$ cat src/rtl/core/utl1_pkg.sv
// ----------------------------------------------------------------------------
// utl1_pkg
// Shared types and constants for the UTF-8 to Latin-1 decoder.
// ----------------------------------------------------------------------------
package utl1_pkg;

    localparam int SHOWN_WIDTH = 16;

    // Result error codes
    typedef enum logic [2:0] {
        ERR_NONE     = 3'd0,
        ERR_MISSING  = 3'd1,
        ERR_CONT     = 3'd2,
        ERR_OVERLONG = 3'd3,
        ERR_LEAD     = 3'd4
    } err_code_t;

    // Byte values and masks
    localparam logic [7:0] CH_SPACE   = 8'h20;
    localparam logic [7:0] CH_DEL     = 8'h7F;
    localparam logic [7:0] CH_NBSP    = 8'hA0;
    localparam logic [7:0] MASK_PAIR  = 8'hFE;
    localparam logic [7:0] LEAD_C2    = 8'hC2;
    localparam logic [7:0] LEAD_C0    = 8'hC0;
    localparam logic [7:0] MASK_CONT  = 8'hC0;
    localparam logic [7:0] CONT_TAG   = 8'h80;
    localparam logic [7:0] MASK_PAYL  = 8'h3F;
    localparam logic [7:0] MASK_L2    = 8'hE0;
    localparam logic [7:0] MASK_L3    = 8'hF0;
    localparam logic [7:0] MASK_L4    = 8'hF8;
    localparam logic [7:0] LEAD_E0    = 8'hE0;
    localparam logic [7:0] LEAD_F0    = 8'hF0;

    // One input beat
    typedef struct packed {
        logic       last_in_string;
        logic [7:0] data_byte;
    } in_beat_t;

    // One result beat
    typedef struct packed {
        err_code_t               error_code;
        logic [SHOWN_WIDTH-1:0]  replaced_count;
        logic                    string_done;
        logic                    char_valid;
        logic [7:0]              out_char;
    } result_t;

endpackage

$ cat src/rtl/core/utf8_to_latin1_decoder.sv
// ----------------------------------------------------------------------------
// utf8_to_latin1_decoder
// Stream decoder from UTF-8 bytes to ISO-8859-1 characters.
// ----------------------------------------------------------------------------
// Takes one UTF-8 byte per beat (tlast marks the end of a string) and gives
// at most one Latin-1 result per byte: one byte is accepted every cycle while
// the result register is not stalled; each byte passes the input register,
// then the result register, which the single decode pass between them sets.
// Bytes that only start or continue a sequence give no result. Control and
// C1 characters and non-Latin-1 sequences come out as a counted space;
// encoding errors end the string with an error code and the rest of that
// string is dropped. Backpressure on m_tready reaches s_tready in the same
// cycle through the two pipeline registers.
module utf8_to_latin1_decoder
    import utl1_pkg::*;
#(
    parameter int COUNT_WIDTH = 16
)
(
    input  logic        aclk,
    input  logic        aresetn,
    input  logic        s_tvalid,
    output logic        s_tready,
    input  logic [7:0]  s_tdata,   // [7:0] data_byte
    input  logic        s_tlast,   // last_in_string
    output logic        m_tvalid,
    input  logic        m_tready,
    output logic [23:0] m_tdata,   // [7:0] out_char, [23:8] replaced_count
    output logic [3:0]  m_tuser,   // [0] char_valid, [3:1] error_code
    output logic        m_tlast    // string_done
);

    in_beat_t s_beat;
    in_beat_t beat;
    logic     beat_valid;
    logic     out_ready;
    logic     step;
    logic     res_present;
    result_t  res;
    result_t  m_res;

    assign s_beat.data_byte      = s_tdata;
    assign s_beat.last_in_string = s_tlast;

    // Decode the held byte whenever the result register can take its result
    assign step = beat_valid && out_ready;

    utl1_in_stage u_in (
        .aclk       (aclk),
        .aresetn    (aresetn),
        .s_tvalid   (s_tvalid),
        .s_tready   (s_tready),
        .s_beat     (s_beat),
        .take       (out_ready),
        .beat_valid (beat_valid),
        .beat       (beat)
    );

    utl1_decode #(
        .COUNT_WIDTH (COUNT_WIDTH)
    ) u_dec (
        .aclk        (aclk),
        .aresetn     (aresetn),
        .step        (step),
        .beat        (beat),
        .res_present (res_present),
        .res         (res)
    );

    utl1_out_stage u_out (
        .aclk        (aclk),
        .aresetn     (aresetn),
        .load        (step),
        .res_present (res_present),
        .res         (res),
        .m_tready    (m_tready),
        .out_ready   (out_ready),
        .m_tvalid    (m_tvalid),
        .m_res       (m_res)
    );

    // Pack result beat
    assign m_tdata = {m_res.replaced_count, m_res.out_char};
    assign m_tuser = {m_res.error_code, m_res.char_valid};
    assign m_tlast = m_res.string_done;

endmodule

$ cat src/rtl/core/utl1_in_stage.sv
// ----------------------------------------------------------------------------
// utl1_in_stage
// Input register: captures one byte beat and holds it until decoded.
// ----------------------------------------------------------------------------
module utl1_in_stage
    import utl1_pkg::*;
(
    input  logic     aclk,
    input  logic     aresetn,
    input  logic     s_tvalid,
    output logic     s_tready,
    input  in_beat_t s_beat,
    input  logic     take,
    output logic     beat_valid,
    output in_beat_t beat
);

    logic     valid_reg;
    logic     valid_next;
    in_beat_t beat_reg;

    // Accept a new beat whenever the held one is empty or being consumed
    assign s_tready   = !valid_reg || take;
    assign valid_next = s_tready ? s_tvalid : valid_reg;

    always_ff @(posedge aclk) begin
        if (!aresetn) begin
            valid_reg <= 1'b0;
        end else begin
            valid_reg <= valid_next;
        end
    end

    // Load payload on acceptance
    always_ff @(posedge aclk) begin
        if (s_tvalid && s_tready) begin
            beat_reg <= s_beat;
        end
    end

    assign beat_valid = valid_reg;
    assign beat       = beat_reg;

endmodule

$ cat src/rtl/core/utl1_decode.sv
// ----------------------------------------------------------------------------
// utl1_decode
// Decoder state and single-pass byte decode, advanced once per consumed beat.
// ----------------------------------------------------------------------------
module utl1_decode
    import utl1_pkg::*;
#(
    parameter int COUNT_WIDTH = 16
)
(
    input  logic     aclk,
    input  logic     aresetn,
    input  logic     step,
    input  in_beat_t beat,
    output logic     res_present,
    output result_t  res
);

    typedef enum logic [1:0] {
        MODE_LEAD = 2'd0,
        MODE_PAIR = 2'd1,
        MODE_SKIP = 2'd2
    } mode_t;

    mode_t                  mode_reg,    mode_next;
    logic [1:0]             skip_reg,    skip_next;
    logic                   lhb_reg,     lhb_next;
    logic [COUNT_WIDTH-1:0] tally_reg,   tally_next;
    logic                   discard_reg, discard_next;

    logic [7:0]             b;
    logic                   last;
    logic                   is_cont;
    logic [7:0]             pair_char;
    logic [1:0]             skip_left;
    logic                   act_char;
    logic                   act_space;
    logic                   act_err;
    logic                   clear;
    err_code_t              err;
    logic [7:0]             ch;
    logic [COUNT_WIDTH-1:0] tally_bumped;
    logic [COUNT_WIDTH-1:0] tally_res;
    logic [SHOWN_WIDTH-1:0] shown;

    assign b         = beat.data_byte;
    assign last      = beat.last_in_string;
    assign is_cont   = (b & MASK_CONT) == CONT_TAG;
    assign pair_char = {1'b1, lhb_reg, b[5:0]};
    assign skip_left = (skip_reg == 2'd0) ? 2'd0 : skip_reg - 2'd1;

    // Saturating bump of the replacement tally
    assign tally_bumped = (tally_reg == {COUNT_WIDTH{1'b1}}) ? tally_reg
                                                             : tally_reg + 1'b1;

    // Classify the byte against the current mode
    always_comb begin
        act_char  = 1'b0;
        act_space = 1'b0;
        act_err   = 1'b0;
        err       = ERR_NONE;
        ch        = b;
        mode_next = mode_reg;
        skip_next = skip_reg;
        lhb_next  = lhb_reg;
        clear     = 1'b0;

        if (discard_reg) begin
            clear = last;
        end else begin
            unique case (mode_reg)
                MODE_PAIR: begin
                    if (!is_cont) begin
                        act_err = 1'b1;
                        err     = ERR_CONT;
                    end else if (pair_char < CH_NBSP) begin
                        act_space = 1'b1;
                    end else begin
                        act_char = 1'b1;
                        ch       = pair_char;
                    end
                end
                MODE_SKIP: begin
                    if (!is_cont) begin
                        act_err = 1'b1;
                        err     = ERR_CONT;
                    end else if (skip_left == 2'd0) begin
                        act_space = 1'b1;
                    end else if (last) begin
                        act_err = 1'b1;
                        err     = ERR_MISSING;
                    end else begin
                        skip_next = skip_left;
                    end
                end
                default: begin
                    if (!b[7]) begin
                        if (b < CH_SPACE || b == CH_DEL) begin
                            act_space = 1'b1;
                        end else begin
                            act_char = 1'b1;
                        end
                    end else if ((b & MASK_PAIR) == LEAD_C2) begin
                        if (last) begin
                            act_err = 1'b1;
                            err     = ERR_MISSING;
                        end else begin
                            lhb_next  = b[0];
                            mode_next = MODE_PAIR;
                        end
                    end else if ((b & MASK_PAIR) == LEAD_C0) begin
                        act_err = 1'b1;
                        err     = ERR_OVERLONG;
                    end else if ((b & MASK_L2) == LEAD_C0 ||
                                 (b & MASK_L3) == LEAD_E0 ||
                                 (b & MASK_L4) == LEAD_F0) begin
                        if (last) begin
                            act_err = 1'b1;
                            err     = ERR_MISSING;
                        end else begin
                            mode_next = MODE_SKIP;
                            if ((b & MASK_L2) == LEAD_C0) begin
                                skip_next = 2'd1;
                            end else if ((b & MASK_L3) == LEAD_E0) begin
                                skip_next = 2'd2;
                            end else begin
                                skip_next = 2'd3;
                            end
                        end
                    end else begin
                        act_err = 1'b1;
                        err     = ERR_LEAD;
                    end
                end
            endcase
        end

        // Return to lead-byte mode after a character
        if (act_char || act_space) begin
            mode_next = MODE_LEAD;
            skip_next = 2'd0;
            clear     = last;
        end
        if (act_err) begin
            clear = 1'b1;
        end

        // Tally and discard tracking
        tally_next   = act_space ? tally_bumped : tally_reg;
        discard_next = discard_reg;
        if (clear) begin
            mode_next    = MODE_LEAD;
            skip_next    = 2'd0;
            lhb_next     = 1'b0;
            tally_next   = '0;
            discard_next = 1'b0;
        end
        if (act_err) begin
            discard_next = !last;
        end
        if (act_space) begin
            ch = CH_SPACE;
        end else if (act_err) begin
            ch = 8'h00;
        end
    end

    assign tally_res = act_space ? tally_bumped : tally_reg;

    // Cap the reported tally at the result field width
    if (COUNT_WIDTH > SHOWN_WIDTH) begin : g_cap
        always_comb begin
            shown = (|tally_res[COUNT_WIDTH-1:SHOWN_WIDTH]) ? {SHOWN_WIDTH{1'b1}}
                                                            : tally_res[SHOWN_WIDTH-1:0];
        end
    end else begin : g_ext
        always_comb begin
            shown = SHOWN_WIDTH'(tally_res);
        end
    end

    // Assemble result beat
    always_comb begin
        res_present        = act_char || act_space || act_err;
        res.out_char       = ch;
        res.char_valid     = act_char || act_space;
        res.string_done    = act_err || last;
        res.replaced_count = shown;
        res.error_code     = err;
    end

    // Advance decoder state on each consumed beat
    always_ff @(posedge aclk) begin
        if (!aresetn) begin
            mode_reg    <= MODE_LEAD;
            skip_reg    <= 2'd0;
            lhb_reg     <= 1'b0;
            tally_reg   <= '0;
            discard_reg <= 1'b0;
        end else if (step) begin
            mode_reg    <= mode_next;
            skip_reg    <= skip_next;
            lhb_reg     <= lhb_next;
            tally_reg   <= tally_next;
            discard_reg <= discard_next;
        end
    end

endmodule

$ cat src/rtl/core/utl1_out_stage.sv
// ----------------------------------------------------------------------------
// utl1_out_stage
// Result register: holds one decoded beat until the downstream takes it.
// ----------------------------------------------------------------------------
module utl1_out_stage
    import utl1_pkg::*;
(
    input  logic    aclk,
    input  logic    aresetn,
    input  logic    load,
    input  logic    res_present,
    input  result_t res,
    input  logic    m_tready,
    output logic    out_ready,
    output logic    m_tvalid,
    output result_t m_res
);

    logic    valid_reg;
    logic    valid_next;
    result_t res_reg;

    // Free when empty or when the held beat leaves this cycle
    assign out_ready  = !valid_reg || m_tready;
    assign valid_next = out_ready ? (load && res_present) : valid_reg;

    always_ff @(posedge aclk) begin
        if (!aresetn) begin
            valid_reg <= 1'b0;
        end else begin
            valid_reg <= valid_next;
        end
    end

    // Capture a new result
    always_ff @(posedge aclk) begin
        if (out_ready && load && res_present) begin
            res_reg <= res;
        end
    end

    assign m_tvalid = valid_reg;
    assign m_res    = res_reg;

endmodule

$ cat config.mk
export PLATFORM = sky130hd
export DESIGN_NAME = utf8_to_latin1_decoder
export DESIGN_NICKNAME = d
export VERILOG_FILES = /design/src/rtl/core/utl1_pkg.sv /design/src/rtl/core/utf8_to_latin1_decoder.sv /design/src/rtl/core/utl1_in_stage.sv /design/src/rtl/core/utl1_decode.sv /design/src/rtl/core/utl1_out_stage.sv
export SDC_FILE = /design/constraint.sdc
export NUM_CORES = 1
export LEC_CHECK = 0
export ABC_AREA = 1
export ABC_CLOCK_PERIOD_IN_PS = 10200
export BUFFER_PORTS_ARGS = -buffer_cell sky130_fd_sc_hd__buf_4
export CAP_MARGIN = 20
export CORE_MARGIN = 3
export CORE_UTILIZATION = 40
export CTS_CLUSTER_SIZE = 10
export DETAILED_ROUTE_END_ITERATION = 6
export GPL_TIMING_DRIVEN = 0
export PLACE_DENSITY = 0.68
export SETUP_SLACK_MARGIN = 0.1
export SLEW_MARGIN = 40
export SYNTH_ARGS = -nofsm -noshare
export SYNTH_HDL_FRONTEND = slang
export SYNTH_HIERARCHICAL = 1
export SYNTH_SLANG_ARGS = --single-unit
$ cat constraint.sdc
create_clock -name aclk -period 10.2 [get_ports aclk]
set_input_delay 2.04 -clock aclk [delete_from_list [all_inputs] [get_ports aclk]]
set_output_delay 2.04 -clock aclk [all_outputs]
set_load 0.1 [all_outputs]
==> summary.md <==
| Metric | Value |
|---|---|
| Status | `complete, no violations` |
| Bufs on Longest Clock Path | `2` |
| Portion of total power attributed to the clock network | `27.1%` |
| Final hold vios | `0` |
| Flops & latches, synth | `62` |
| Shortest clock period the worst path allows after layout | `4.70 ns` |
| Slew at the pin with the worst max-slew slack | `0.585 ns` |
| Input/output buffers | `43` |
| Worst slack on hold paths | `0.493 ns` |
| Post-CTS setup buffers | `0` |
| CTS tree | `built` |
| Post-route worst setup slack | `5.50 ns` |
| Slowest library cell on the worst path | `sky130_fd_sc_hd__buf_4` |
| Later-pin clock latency in the skew report | `0.34 ns` |
| Final standard cell area without fillers | `3820 um^2` |
| Final Net Count | `459` |
| Via count of the first global-routing pass | `2491` |
| Tot GR Track Use | `16.8%` |
| Switching share of total power | `36.9%` |
| Sequential-to-total area share from yosys stat | `51.2%` |
| Starting density of the core | `42.5%` |
| Worst slew slack as a fraction of its limit | `60.9%` |
| Share of final-layout standard cells stronger than drive strength 1 | `18.5%` |
| Power density cells | `182 nW/um^2` |
| Cell area after placement | `3650 um^2` |
| Final wirelength | `6920 um` |
| NetSw | `258 uW` |
| Top library cells by usage in the layout, fill and taps aside | `sky130_fd_sc_hd__nand2_1 (115), sky130_fd_sc_hd__inv_1 (44), sky130_fd_sc_hd__buf_4 (44)` |
| Number of CTS-inserted buffers | `9` |
| Syn Std Cell Area | `3160 um^2` |
| Number of antenna violations at the first check in global routing | `0` |
| Worst-case register-to-register setup slack | `7.43 ns` |
| Part of the total power dissipated in sequential elements | `42.6%` |
| Dominant cell type by area after synthesis | `sky130_fd_sc_hd__edfxtp_1` |
| Detailed-router iteration count before antenna repair | `5` |
| CTS H-tree depth | `3` |
| Number of design-rule violations left by the first detailed-router iteration | `221` |
| Number of vias in the routed layout | `2751` |
| Maximum number of pins on one net before global-route repair | `17` |
| Antenna cell count | `0` |
| Number of nets in the synthesized netlist | `404` |
| Vias per inst | `5.03` |
| Die H | `94.9 um` |
| CTS Root Cell | `sky130_fd_sc_hd__clkbuf_8` |
| Required time worst endpoint | `8.16 ns` |
| Hold bufs inserted after CTS | `0` |
| Share of the clock period used by the worst path | `46.1%` |
| Overflow after GRT | `0` |
| DRC Markers | `0` |
| Worst path max stage delay | `0.23 ns` |
| Top cells by area in the synthesized netlist | `sky130_fd_sc_hd__edfxtp_1 (36%), sky130_fd_sc_hd__dfxtp_1 (15%), sky130_fd_sc_hd__nand2_1 (14%)` |
| Highest attainable clock frequency | `213 MHz` |
| Combinational fraction of design power | `30.3%` |
| Average instance area after synthesis | `8.16 um^2` |
| Max-cap viol count | `0` |
| Most frequent standard cell in the layout excluding fill and tap cells | `sky130_fd_sc_hd__nand2_1` |
| CP Data Arrival Time | `2.66 ns` |
| Clock-pin transition on the worst setup and hold timing paths | `0.06 ns` |
| Yosys warnings | `6` |
| Final max-slew violation count | `0` |
| Endpoints failing setup | `0` |
| Power Internal | `440 uW` |
| Row Count | `31` |
| Total negative setup slack | `0 ns` |
| Critical path, cell by cell | `buf_4, inv_2, nand2_2, inv_2, nand2_2, buf_4` |
| CP endpoint kind | `output pin` |
| Setup slack after placement | `5.50 ns` |
| Fraction of post-synthesis cell area in the top cell type by area | `36.1%` |
| Startpoint class of the critical path | `primary input` |
| Total die area | `9010 um^2` |
| Gate count after technology mapping | `388` |
| Skew final | `0.00865 ns` |
| Number of cells upsized or downsized after cts | `0` |
| Setup repair after global routing missed its margin | `no` |
| Detailed placement HPWL | `4940 um` |
| Core Box Area | `7450 um^2` |
| Number of distinct library cells after synthesis | `35` |
| DR WL/cell | `12.6 um` |
| Worst IR Drop VDD | `0.000101 V` |
| Number of ports placed on the die boundary | `44` |
| Area growth from synthesis to layout | `20.9%` |
| First-pass GRT wire length | `11600 um` |
| Placer Congestion | `0.926` |
| Post-route antenna net violation count | `0` |
| Total leakage power | `0.00156 uW` |
| Count of clock tree sinks | `62` |
| Flip-flop count of the largest register after layout | `29` |
| Largest fanout of any net on the critical path | `3` |
| Width of the die | `94.9 um` |
| Critical Setup Path Class | `in2out` |
| Path category of the worst min-delay check | `reg2reg` |
-- synthesized netlist by cell type (all sizes together) --
cell type / number
nand2: 120
clkinv: 2
nand3: 26
nor3: 8
ha: 3
inv: 49
nor2: 40
edfxtp: 38
or2: 1
nand4: 7
nor4: 2
a211oi: 1
dfxtp: 24
a21oi: 29
o21ai: 20
o22ai: 2
xor2: 7
o31ai: 2
clkbuf: 2
o21a: 1
a31oi: 1
buf: 3
-- metrics by stage --
stage               total power [uW]  std cells  util (%)
detailed placement               513        531      49.0
global placement                 506        530      48.5
global route                     734        547      51.4
floorplan                        465        388         -
finish                           698        547      51.4
CTS                              704        547      51.3
-- worst paths after layout --
kind	end	from	cells after the start
worst min-delay path	u_dec/tally_reg[9]	u_dec/tally_reg[9]	2
worst max register to register	u_out/m_res[20]	u_dec/mode_reg[0]	12
worst max-delay path	s_tready	m_tready	6
worst min register to register	u_dec/tally_reg[9]	u_dec/tally_reg[9]	2
-- critical path: cells and delay by family --
family / cells / cell delay (ns)
AND/OR/NAND/NOR: 2 / 0.13
buffers and inverters: 4 / 0.49
-- layer usage --
metal	global-route usage (%)	up-vias	routed length, um
li1	-	1389	-
met1	23.3	1252	3340
met2	24.1	100	3000
met3	5.02	10	474
met4	7.33	0	103
met5	0	-	0
-- cell type report --
cell class	instances	area, um^2
Fill cell	745	3620
Sequential cell	62	1620
Multi-Input combinational cell	270	1340
Timing Repair Buffer	44	350
Inverter	51	191
Clock buffer	15	166
Tap cell	99	124
Buffer	5	31.3
Clock inverter	1	5.00
-- kinds of logic (layout without fill, tap and decap cells) --
| group | Yosys count | count (layout) | synth area share, % |
|---|---|---|---|
| flops | 62 | 62 | 51.2 |
| buf+inv | 56 | 116 | 7.04 |
| fa+ha+maj | 3 | 3 | 1.19 |
| simple gates | 204 | 204 | 28.6 |
| xor+xnor | 7 | 7 | 1.94 |
| compound gates | 56 | 56 | 10.0 |
-- power by group through the flow --
stage | sequential, uW | combinational, uW | clock, uW
final | 297 | 211 | 189
after global routing | 299 | 228 | 207
after CTS | 298 | 211 | 195
after detailed placement | 303 | 210 | 0
after global placement | 303 | 203 | 0
after floorplan | 378 | 86.8 | 0
No activity file was read; power rests on OpenSTA's default activity.
